--- config.mk ---
export PLATFORM = sky130hd
export DESIGN_NAME = crc32_framed_envelope_check
export DESIGN_NICKNAME = d
export VERILOG_FILES = /design/src/rtl/core/cfe_pkg.sv /design/src/rtl/core/cfe_out_stage.sv /design/src/rtl/core/crc32_framed_envelope_check.sv
export VERILOG_INCLUDE_DIRS = /design/src /design/src/rtl/core
export SDC_FILE = /design/constraint.sdc
export NUM_CORES = 1
export LEC_CHECK = 0
export BUFFER_PORTS_ARGS = -buffer_cell sky130_fd_sc_hd__buf_2
export CORE_UTILIZATION = 60
export CTS_BUF_LIST = sky130_fd_sc_hd__clkbuf_2
export DETAILED_ROUTE_END_ITERATION = 8
export PLACE_DENSITY = 0.79
export SYNTH_ARGS = -nofsm -noshare
export SYNTH_HDL_FRONTEND = slang
export SYNTH_SLANG_ARGS = --single-unit
--- constraint.sdc ---
create_clock -name clk -period 13.7 [get_ports clk]
set_input_delay 4.11 -clock clk [delete_from_list [all_inputs] [get_ports clk]]
set_output_delay 4.11 -clock clk [all_outputs]
set_load 0.1 [all_outputs]
--- src/rtl/core/crc32_framed_envelope_check_assert.svh ---
// Assertion macros for the envelope checker RTL.
// Depends on nothing; included by the one RTL file that has assertions.
`ifndef CRC32_FRAMED_ENVELOPE_CHECK_ASSERT_SVH
`define CRC32_FRAMED_ENVELOPE_CHECK_ASSERT_SVH

`ifndef NO_ASSERTIONS

// Antecedent in this cycle implies consequent in the same cycle.
`define CFE_ASSERT_NOW(lbl, clk, rstn, ante, cons) \
  lbl: assert property (@(posedge clk) disable iff (!rstn) (ante) |-> (cons)) \
    else $error("envelope checker assertion failed");

// Antecedent in this cycle implies consequent in the next cycle.
`define CFE_ASSERT_NEXT(lbl, clk, rstn, ante, cons) \
  lbl: assert property (@(posedge clk) disable iff (!rstn) (ante) |=> (cons)) \
    else $error("envelope checker assertion failed");

`else

`define CFE_ASSERT_NOW(lbl, clk, rstn, ante, cons)
`define CFE_ASSERT_NEXT(lbl, clk, rstn, ante, cons)

`endif

`endif

--- src/rtl/core/cfe_pkg.sv ---
// Shared types, constants and the CRC-32 byte update of the envelope checker.
// Depends on nothing; imported by every module of the block.
`default_nettype none

package cfe_pkg;

  // Header layout and CRC parameters.
  localparam logic [32:0] HDR_BYTES     = 33'd20;
  localparam logic [32:0] OFF_VERSION   = 33'd4;
  localparam logic [32:0] OFF_ALGO      = 33'd8;
  localparam logic [32:0] OFF_CRC_FIELD = 33'd16;
  localparam logic [31:0] CRC_POLY      = 32'hEDB8_8320;
  localparam logic [31:0] CRC_INIT      = 32'hFFFF_FFFF;

  // Reset values of the configuration registers.
  localparam logic [31:0] MAGIC_RESET   = 32'h4653_4749;
  localparam logic [31:0] VERSION_RESET = 32'd1;
  localparam logic [31:0] ALGO_RESET    = 32'd1;

  // Configuration register indexes.
  localparam int unsigned CFG_IDX_W = 2;
  localparam logic [CFG_IDX_W-1:0] CFG_MAGIC   = 2'd0;
  localparam logic [CFG_IDX_W-1:0] CFG_VERSION = 2'd1;
  localparam logic [CFG_IDX_W-1:0] CFG_ALGO    = 2'd2;

  // Header word numbers (byte position divided by four).
  localparam logic [2:0] FLD_MAGIC   = 3'd0;
  localparam logic [2:0] FLD_VERSION = 3'd1;
  localparam logic [2:0] FLD_ALGO    = 3'd2;
  localparam logic [2:0] FLD_LENGTH  = 3'd3;
  localparam logic [2:0] FLD_CRC     = 3'd4;

  // Result status codes.
  localparam logic [2:0] ST_OK      = 3'd0;
  localparam logic [2:0] ST_TRUNC   = 3'd1;
  localparam logic [2:0] ST_MAGIC   = 3'd2;
  localparam logic [2:0] ST_VERSION = 3'd3;
  localparam logic [2:0] ST_ALGO    = 3'd4;
  localparam logic [2:0] ST_SHORT   = 3'd5;
  localparam logic [2:0] ST_TRAIL   = 3'd6;
  localparam logic [2:0] ST_CRC     = 3'd7;

  typedef struct packed {
    logic [7:0] data_byte;
    logic       has_byte;
    logic       end_of_file;
  } cfe_in_t;

  typedef struct packed {
    logic [2:0]  status;
    logic [32:0] error_offset;
    logic [31:0] expected_value;
    logic [31:0] actual_value;
    logic [31:0] payload_length;
  } cfe_out_t;

  // Reflected CRC-32 update by one byte, eight bit steps unrolled.
  function automatic logic [31:0] crc32_byte(input logic [31:0] crc_in,
                                             input logic [7:0]  data);
    logic [31:0] c;
    c = crc_in ^ {24'd0, data};
    for (int k = 0; k < 8; k++) begin
      c = (c >> 1) ^ (c[0] ? CRC_POLY : 32'd0);
    end
    return c;
  endfunction

endpackage

`default_nettype wire

--- src/rtl/core/cfe_out_stage.sv ---
// Result holding register of the envelope checker with valid/stall output.
// Depends on cfe_pkg for the result transaction type.
`default_nettype none

module cfe_out_stage (
  input  wire logic             clk,
  input  wire logic             rst_n,
  input  wire logic             load,
  input  wire cfe_pkg::cfe_out_t load_data,
  output logic                  out_valid,
  input  wire logic             out_stall,
  output cfe_pkg::cfe_out_t     out_data
);
  import cfe_pkg::*;

  logic     valid_r;
  logic     valid_nxt;
  cfe_out_t data_r;

  // A held result stays until taken or replaced by a new load.
  always_comb begin
    valid_nxt = load | (valid_r & out_stall);
  end

  always_ff @(posedge clk) begin
    if (!rst_n) begin
      valid_r <= 1'b0;
    end else begin
      valid_r <= valid_nxt;
    end
  end

  // Payload register carries no reset.
  always_ff @(posedge clk) begin
    if (load) begin
      data_r <= load_data;
    end
  end

  assign out_valid = valid_r;
  assign out_data  = data_r;

endmodule

`default_nettype wire

--- src/rtl/core/crc32_framed_envelope_check.sv ---
// Envelope checker for a 20-byte header plus payload, protected by CRC-32.
// Usage:
//   The input channel (in_valid, in_stall, in_data) carries one file item per
//   transaction: a byte with has_byte set, an end marker with end_of_file set,
//   or both. Header words are checked as each one completes and the payload
//   runs through a byte-wide CRC-32. The first error is kept; later bytes of
//   the same file are ignored.
//   On the transaction with end_of_file the block places one result on the
//   output channel (out_valid, out_stall, out_data) in the next cycle and
//   starts over for the next file. Other transactions give no result.
//   Throughput is one item per clock while in_stall is low: the whole
//   per-byte update (CRC byte step, header compare, length bound) is
//   combinational logic into the state registers, and the result register
//   is loaded in the same cycle.
//   While a result is held under out_stall, in_stall is raised; the held
//   result does not change until it is taken.
//   Reset (rst_n low, synchronous) clears the file state and the output valid,
//   and returns the configuration registers to their defaults. The user writes
//   configuration (cfg_we, cfg_index, cfg_wdata) between files; not enforced.
// Depends on cfe_pkg, cfe_out_stage and the assertion macro header.
`default_nettype none

`include "crc32_framed_envelope_check_assert.svh"

module crc32_framed_envelope_check (
  input  wire logic                              clk,
  input  wire logic                              rst_n,
  // Input channel.
  input  wire logic                              in_valid,
  output logic                                   in_stall,
  input  wire cfe_pkg::cfe_in_t                  in_data,
  // Result channel.
  output logic                                   out_valid,
  input  wire logic                              out_stall,
  output cfe_pkg::cfe_out_t                      out_data,
  // Configuration write port.
  input  wire logic                              cfg_we,
  input  wire logic [cfe_pkg::CFG_IDX_W-1:0]     cfg_index,
  input  wire logic [31:0]                       cfg_wdata
);
  import cfe_pkg::*;

  // Configuration registers.
  logic [31:0] magic_r;
  logic [31:0] version_r;
  logic [31:0] algo_r;

  // File state.
  logic [32:0] pos_r,      pos_nxt;
  logic [31:0] shift_r,    shift_nxt;
  logic [31:0] len_r,      len_nxt;
  logic [32:0] pay_end_r,  pay_end_nxt;
  logic [31:0] scrc_r,     scrc_nxt;
  logic [31:0] crc_r,      crc_nxt;
  logic [2:0]  err_code_r, err_code_nxt;
  logic [32:0] err_off_r,  err_off_nxt;
  logic [31:0] err_exp_r,  err_exp_nxt;
  logic [31:0] err_act_r,  err_act_nxt;

  logic        in_acc;
  logic        eof_acc;
  logic        take;
  logic [31:0] crc_final;
  cfe_out_t    res;

  assign in_acc  = in_valid & ~in_stall;
  assign eof_acc = in_acc & in_data.end_of_file;
  assign take    = in_acc & in_data.has_byte & (err_code_r == ST_OK);

  // Configuration writes; an index beyond the list is ignored.
  always_ff @(posedge clk) begin
    if (!rst_n) begin
      magic_r   <= MAGIC_RESET;
      version_r <= VERSION_RESET;
      algo_r    <= ALGO_RESET;
    end else if (cfg_we) begin
      unique case (cfg_index)
        CFG_MAGIC:   magic_r   <= cfg_wdata;
        CFG_VERSION: version_r <= cfg_wdata;
        CFG_ALGO:    algo_r    <= cfg_wdata;
        default: ;
      endcase
    end
  end

  // Per-byte update, end-of-file verdict and restart for the next file.
  always_comb begin
    pos_nxt      = pos_r;
    shift_nxt    = shift_r;
    len_nxt      = len_r;
    pay_end_nxt  = pay_end_r;
    scrc_nxt     = scrc_r;
    crc_nxt      = crc_r;
    err_code_nxt = err_code_r;
    err_off_nxt  = err_off_r;
    err_exp_nxt  = err_exp_r;
    err_act_nxt  = err_act_r;

    // Take the byte: header field, payload CRC or trailing data.
    if (take) begin
      if (pos_r < HDR_BYTES) begin
        shift_nxt = {in_data.data_byte, shift_r[31:8]};
        pos_nxt   = pos_r + 33'd1;
        if (pos_r[1:0] == 2'b11) begin
          unique case (pos_r[4:2])
            FLD_MAGIC: begin
              if (shift_nxt != magic_r) begin
                err_code_nxt = ST_MAGIC;
                err_off_nxt  = 33'd0;
                pos_nxt      = pos_r;
              end
            end
            FLD_VERSION: begin
              if (shift_nxt != version_r) begin
                err_code_nxt = ST_VERSION;
                err_off_nxt  = OFF_VERSION;
                err_exp_nxt  = version_r;
                err_act_nxt  = shift_nxt;
                pos_nxt      = pos_r;
              end
            end
            FLD_ALGO: begin
              if (shift_nxt != algo_r) begin
                err_code_nxt = ST_ALGO;
                err_off_nxt  = OFF_ALGO;
                err_exp_nxt  = algo_r;
                err_act_nxt  = shift_nxt;
                pos_nxt      = pos_r;
              end
            end
            FLD_LENGTH: begin
              len_nxt     = shift_nxt;
              pay_end_nxt = HDR_BYTES + {1'b0, shift_nxt};
            end
            FLD_CRC: begin
              scrc_nxt = shift_nxt;
            end
            default: ;
          endcase
        end
      end else if (pos_r < pay_end_r) begin
        crc_nxt = crc32_byte(crc_r, in_data.data_byte);
        pos_nxt = pos_r + 33'd1;
      end else begin
        err_code_nxt = ST_TRAIL;
        err_off_nxt  = pay_end_r;
      end
    end

    // Verdict at end of file, built on the state after this byte.
    crc_final = ~crc_nxt;
    res.status         = err_code_nxt;
    res.error_offset   = err_off_nxt;
    res.expected_value = err_exp_nxt;
    res.actual_value   = err_act_nxt;
    res.payload_length = len_nxt;
    if (err_code_nxt == ST_OK) begin
      if (pos_nxt < HDR_BYTES) begin
        res.status       = ST_TRUNC;
        res.error_offset = {pos_nxt[32:2], 2'b00};
      end else if (pos_nxt < pay_end_nxt) begin
        res.status       = ST_SHORT;
        res.error_offset = HDR_BYTES;
      end else if (crc_final != scrc_nxt) begin
        res.status         = ST_CRC;
        res.error_offset   = OFF_CRC_FIELD;
        res.expected_value = scrc_nxt;
        res.actual_value   = crc_final;
      end
    end

    // The end transaction returns the file state to its reset values.
    if (eof_acc) begin
      pos_nxt      = 33'd0;
      shift_nxt    = 32'd0;
      len_nxt      = 32'd0;
      pay_end_nxt  = HDR_BYTES;
      scrc_nxt     = 32'd0;
      crc_nxt      = CRC_INIT;
      err_code_nxt = ST_OK;
      err_off_nxt  = 33'd0;
      err_exp_nxt  = 32'd0;
      err_act_nxt  = 32'd0;
    end
  end

  // File state registers.
  always_ff @(posedge clk) begin
    if (!rst_n) begin
      pos_r      <= 33'd0;
      shift_r    <= 32'd0;
      len_r      <= 32'd0;
      pay_end_r  <= HDR_BYTES;
      scrc_r     <= 32'd0;
      crc_r      <= CRC_INIT;
      err_code_r <= ST_OK;
      err_off_r  <= 33'd0;
      err_exp_r  <= 32'd0;
      err_act_r  <= 32'd0;
    end else begin
      pos_r      <= pos_nxt;
      shift_r    <= shift_nxt;
      len_r      <= len_nxt;
      pay_end_r  <= pay_end_nxt;
      scrc_r     <= scrc_nxt;
      crc_r      <= crc_nxt;
      err_code_r <= err_code_nxt;
      err_off_r  <= err_off_nxt;
      err_exp_r  <= err_exp_nxt;
      err_act_r  <= err_act_nxt;
    end
  end

  // Input waits only while a finished result is held by the receiver.
  assign in_stall = out_valid & out_stall;

  cfe_out_stage u_out_stage (
    .clk       (clk),
    .rst_n     (rst_n),
    .load      (eof_acc),
    .load_data (res),
    .out_valid (out_valid),
    .out_stall (out_stall),
    .out_data  (out_data)
  );

  // An end transaction yields a result in the next cycle.
  `CFE_ASSERT_NEXT(a_eof_gives_result, clk, rst_n, eof_acc, out_valid)
  // An end transaction restarts the file state.
  `CFE_ASSERT_NEXT(a_eof_clears_state, clk, rst_n, eof_acc,
                   (pos_r == 33'd0) && (err_code_r == ST_OK) && (crc_r == CRC_INIT))
  // After an error the position is frozen until the end of the file.
  `CFE_ASSERT_NEXT(a_err_freezes_pos, clk, rst_n, (err_code_r != ST_OK) && !eof_acc,
                   $stable(pos_r))
  // A clean result reports no offset and no values.
  `CFE_ASSERT_NOW(a_ok_no_detail, clk, rst_n, out_valid && (out_data.status == ST_OK),
                  (out_data.error_offset == 33'd0) && (out_data.expected_value == 32'd0)
                  && (out_data.actual_value == 32'd0))
  // The position never runs past the end of the payload.
  `CFE_ASSERT_NOW(a_pos_bounded, clk, rst_n, pos_r >= HDR_BYTES, pos_r <= pay_end_r)

endmodule

`default_nettype wire

After elaboration in Yosys (flattened, before gate mapping)
Cells that the tools add are included.
Widths: inputs -> output; s select.
{"block": "classes", "bitwise": 18, "mul": 0, "n_reduce_logical": 9, "mux": 65, "n_div": 0, "n_shift": 0, "eq_ne": 11, "addsub": 2, "order_cmp": 4}
{"operator": "$mux 32", "count": 29}
{"operator": "$mux 33", "count": 18}
{"operator": "$xor 31x32->32", "count": 8}
{"operator": "$mux 100", "count": 2}
{"operator": "$pmux 33 s3", "count": 2}
{"operator": "$mux 64", "count": 2}
{"operator": "$ne 32x32->1", "count": 4}
{"operator": "$pmux 32 s2", "count": 2}
{"operator": "$mux 36", "count": 2}
{"operator": "$lt 33x33->1", "count": 2}
{"operator": "$lt 33x5->1 const B", "count": 2}
{"operator": "$add 33x1->33 const B", "count": 1}
{"operator": "$add 5x32->33 const A", "count": 1}
{"operator": "$not 32->32", "count": 1}
{"operator": "$xor 32x8->32", "count": 1}
{"operator": "$mux 3", "count": 7}
{"operator": "$logic_not 3->1", "count": 3}
{"operator": "$pmux 3 s3", "count": 1}
{"operator": "$reduce_and 2->1", "count": 4}
{"operator": "$eq 3x2->1 const B", "count": 2}
{"operator": "$and 1x1->1", "count": 5}
{"operator": "$eq 2x2->1 const B", "count": 2}
{"operator": "$eq 3x1->1 const B", "count": 1}
{"operator": "$eq 3x3->1 const B", "count": 1}
{"operator": "5 further kinds", "count": 6}
{"block": "word_totals", "latch_bits": 0, "mem_bits_ro": 0, "mem_count": 0, "register_bits": 523, "mem_bits_rw": 0, "word_cells": 128}

Longest topological paths before layout
{"block": "depth", "ltp_word": 26, "mapped_depth": 26, "mapped_depth_nobuf": 22}

Cells and area by module
From an unflattened synthesis, not the netlist that was laid out.
{"block": "unflattened", "cells_unflattened": 2727, "area_unflattened_um2": 24947.7}
{"module": "crc32_framed_envelope_check", "n_inst": 1, "seq_area_each_um2": 7647.3, "cells_per_inst": 2592, "area_per_inst_um2": 20952.6}
{"module": "cfe_out_stage", "n_inst": 1, "seq_area_each_um2": 3983.8, "cells_per_inst": 135, "area_per_inst_um2": 3995.1}

Worst setup path before layout
No wires, ideal clock.
{"block": "synth_timing", "path_type": "input -> output", "startpoint": "input port out_stall", "endpoint": "output port in_stall", "n_path_buf": 0, "arrival_time_ns": 4.837, "slack_ns": 4.753, "path_stages": 2, "cell_sequence": "nand2_1 inv_1"}
{"block": "synth_via", "elab_chain_len": 1}
{"item": "from (decl)", "line_no": "crc32_framed_envelope_check.sv:34", "text": "input wire logic out_stall,"}
{"item": "$and 1x1->1", "line_no": "crc32_framed_envelope_check.sv:215", "text": "assign in_stall = out_valid & out_stall;"}
{"item": "to (decl)", "line_no": "crc32_framed_envelope_check.sv:30", "text": "output logic in_stall,"}
Every way passes these cells.

==> flow_summary.json <==
{
  "outcome": "finished, final reports clean",
  "postCtsHoldBufs": 0,
  "antenna_found_initial": 4,
  "switching_share": 0.2884,
  "viasPerCell": 6.163,
  "cts.reportedPaths.clkPinSlew_ns": 0.10,
  "worstSkewPairLatency_ns": 1.16,
  "p_comb_frac": 0.095,
  "fmax_mhz": 102.3,
  "grt_max_degree": 100,
  "firstDrtPassIters": 6,
  "ys_ff_latch": 515,
  "arrival_ns": 10.66,
  "grt_pass1_wl_mm": 120.3,
  "routed_wl_mm": 80.85,
  "n_fill_cell": 3397,
  "crit_path_start_kind": "input pin",
  "crit_type": "in -> reg",
  "crit_required_ns": 14.58,
  "async_reset_ff_frac": 0,
  "ios": 183,
  "setup_violations": 0,
  "hpwl_mm": 58.05,
  "cts_sinks": 515,
  "synth-edff-count": 132,
  "maxCapViolCount": 0,
  "synthFlopType": "dfxtp_1",
  "cp-end-kind": "flop",
  "path_cells": "buf_2 > nor4b_2 > nand3_1 > nor3_2 > buf_4 > and2_1 > buf_4 > nand2_2 > nor2_1 > a21oi_1 > ha_1 > a21o_1 > a21o_1 > a21o_1 > a21o_1 > a21oi_1 > o221ai_1 > a211oi_1 > o31a_1 > o31ai_1 > nand4b_4 > buf_4 > mux2_1",
  "fin_nets": 2977,
  "synth_cells": 2678,
  "grt_usage": 0.3825,
  "slew_headroom": 0.1301,
  "synth_nets": 2793,
  "mostFrequentLayoutCell": "nand2_1",
  "wire_per_inst_um": 23.13,
  "gp_congestion": 1.015,
  "drive_gt1_frac": 0.1681,
  "period_share": 0.7134,
  "avgSynthCellArea_um2": 9.292,
  "worst_slew_pin_slew_ns": 1.305,
  "vdd_drop_max_mv": 0.07272,
  "rows": 74,
  "vias": 21550,
  "power_frac_clock": 0.373,
  "finalCriticalPeriod_ns": 9.773,
  "clockBufferDepth": 3,
  "die_w_um": 205.7,
  "fp.dieH_um": 205.7,
  "worst_path_most_repeated_cell": "a21o_1",
  "synth.distinct_cells": 85,
  "synth_warnings": 0,
  "power.switching_uw": 867.9,
  "grt_pass1_vias": 20320,
  "cts_inserted_buffers": 135,
  "crit_path_max_incr_delay_ns": 0.69,
  "power_leakage_nw": 11.42,
  "port_buffers": 182,
  "rsz0062_at_grt": "no",
  "finalSetupTns_ns": 0,
  "cts_root_buf": "clkbuf_2",
  "pwr-share-seq": 0.532,
  "initial_core_util": 0.6094,
  "drtAntennaViolNets": 0,
  "cts_tree": "yes",
  "final_util": 0.6692,
  "cts_resized": 0,
  "critPathSlowestCell": "nand4b_4",
  "area_growth_pct": 9.805,
  "final_hold_viol_count": 0,
  "holdCritPathClass": "reg -> reg",
  "power.density_nw_per_um2": 110.1,
  "synth_area_um2": 24880,
  "slew_viol_final": 0,
  "dr.first_iter.drc_count": 2318,
  "core_area_um2": 40830,
  "drc_errors": 0,
  "cts_setup_buffers": 0,
  "fin_skew_ns": 0.07080,
  "power.internal_mw": 2.141,
  "critical_path.max_fanout": 36,
  "htreeDepth": 4,
  "dieArea_um2": 42290,
  "final_cell_mix": "394 x nand2_1, 383 x dfxtp_1, 278 x nor2_1, 211 x clkbuf_2, 182 x buf_2",
  "ys_seq_area_frac": 0.4674,
  "overflow": 0
}
power groups by stage:
stage / clock, mW / sequential [mW] / combinational [mW]
after detailed placement: 0 / 1.64 / 0.282
after CTS: 1.13 / 1.60 / 0.283
after floorplan: 0 / 1.73 / 0.114
final: 1.12 / 1.60 / 0.286
after global placement: 0 / 1.63 / 0.279
after global routing: 1.21 / 1.60 / 0.298
metrics by stage:
step	power [mW]	setup WS, ns	instances	instance area (um^2)	hold slack [ns]
floorplan	1.847	4.753	2678	24880	0.4443
global placement	1.914	2.928	3257	26030	0.4512
detailed placement	1.917	2.911	3257	26030	0.4583
CTS	3.017	4.117	3494	27320	0.4710
global route	3.115	3.651	3496	27320	0.4821
finish	3.009	3.927	3496	27320	0.4684
cell type report:
type / instances / area, um^2 / share of cell area
Multi-Input combinational cell: 1933 / 12290 / 0.4498
Sequential cell: 515 / 11630 / 0.4257
Timing Repair Buffer: 229 / 1264 / 0.04625
Clock buffer: 211 / 1056 / 0.03865
Tap cell: 532 / 665.6 / 0.02436
Clock inverter: 26 / 229.0 / 0.008380
Inverter: 48 / 182.7 / 0.006686
Antenna cell: 2 / 5.005 / 0.0001832
metal layers:
metal	track usage	routed length (um)	up-vias
met5	0	0	-
met4	0.2016	3854	0
met3	0.08600	8575	208
met2	0.5631	35060	1176
met1	0.5225	33350	10330
li1	-	-	9838
Yosys cell counts (9+ instances only):
master	instances	area (um^2)
a22o_1	35	306.5
nor3_1	24	120.1
nand2_1	396	1486
nor2_1	279	1047
mux2i_1	155	1551
buf_1	12	45.04
o21a_1	11	82.58
xnor2_1	124	1086
a21oi_1	122	610.6
buf_2	18	90.09
a21o_1	18	135.1
and3_1	40	250.2
and2_1	41	256.5
nor4_1	36	225.2
nand4_1	54	337.8
and4_1	9	78.83
clkbuf_1	135	506.7
xor2_1	70	613.1
a22oi_1	63	473.0
a21boi_0	84	630.6
edfxtp_1	132	3964
ha_1	66	825.8
dfxtp_1	383	7667
nand3_1	94	470.5
or3_1	9	56.30
o21ai_0	76	380.4
inv_1	47	176.4
path summary, 6_finish.rpt:
check | start | to | slack, ns | cells after the start
max | in_data[1] | u_out_stage.out_data[63] | 3.93 | 23
min | len_r[24] | len_r[24] | 0.47 | 2
max reg2reg | pos_r[20] | u_out_stage.out_data[63] | 6.16 | 20
min reg2reg | len_r[24] | len_r[24] | 0.47 | 2
state kept, by name (all words and copies together), names as in the netlist:
| register | cells |
|---|---|
| u_out_stage.out_data | 132 |
| err_off_r | 33 |
| pay_end_r | 33 |
| pos_r | 33 |
| algo_r | 32 |
| crc_r | 32 |
| err_act_r | 32 |
| err_exp_r | 32 |
| len_r | 32 |
| magic_r | 32 |
| scrc_r | 32 |
| version_r | 32 |
| shift_r | 24 |
| err_code_r | 3 |
| u_out_stage.out_valid | 1 |
logic make-up (layout without fill, tap and decap cells):
family                     count (synthesis)  count (layout)  share of synthesized area
AOI/OAI and AO/OA                        476             476                     0.1281
buffers and inverters                    230             514                    0.04017
muxes                                    161             161                    0.06506
and+or+nand+nor                         1026            1026                     0.1905
other                                      0               2                          0
adders and majority gates                 66              66                    0.03319
xor gates and xnor gates                 204             204                    0.07552
DFF                                      515             515                     0.4674
critical path, delay by kind of cell:
family | cells | cell delay (ns)
AO/OA/AOI/OAI | 10 | 1.70
adder cells (fa/ha/maj) | 1 | 0.34
buffers and inverters | 4 | 1.43
multiplexers | 1 | 0.36
AND/OR/NAND/NOR | 7 | 2.64
No activity file was read; power rests on OpenSTA's default activity.
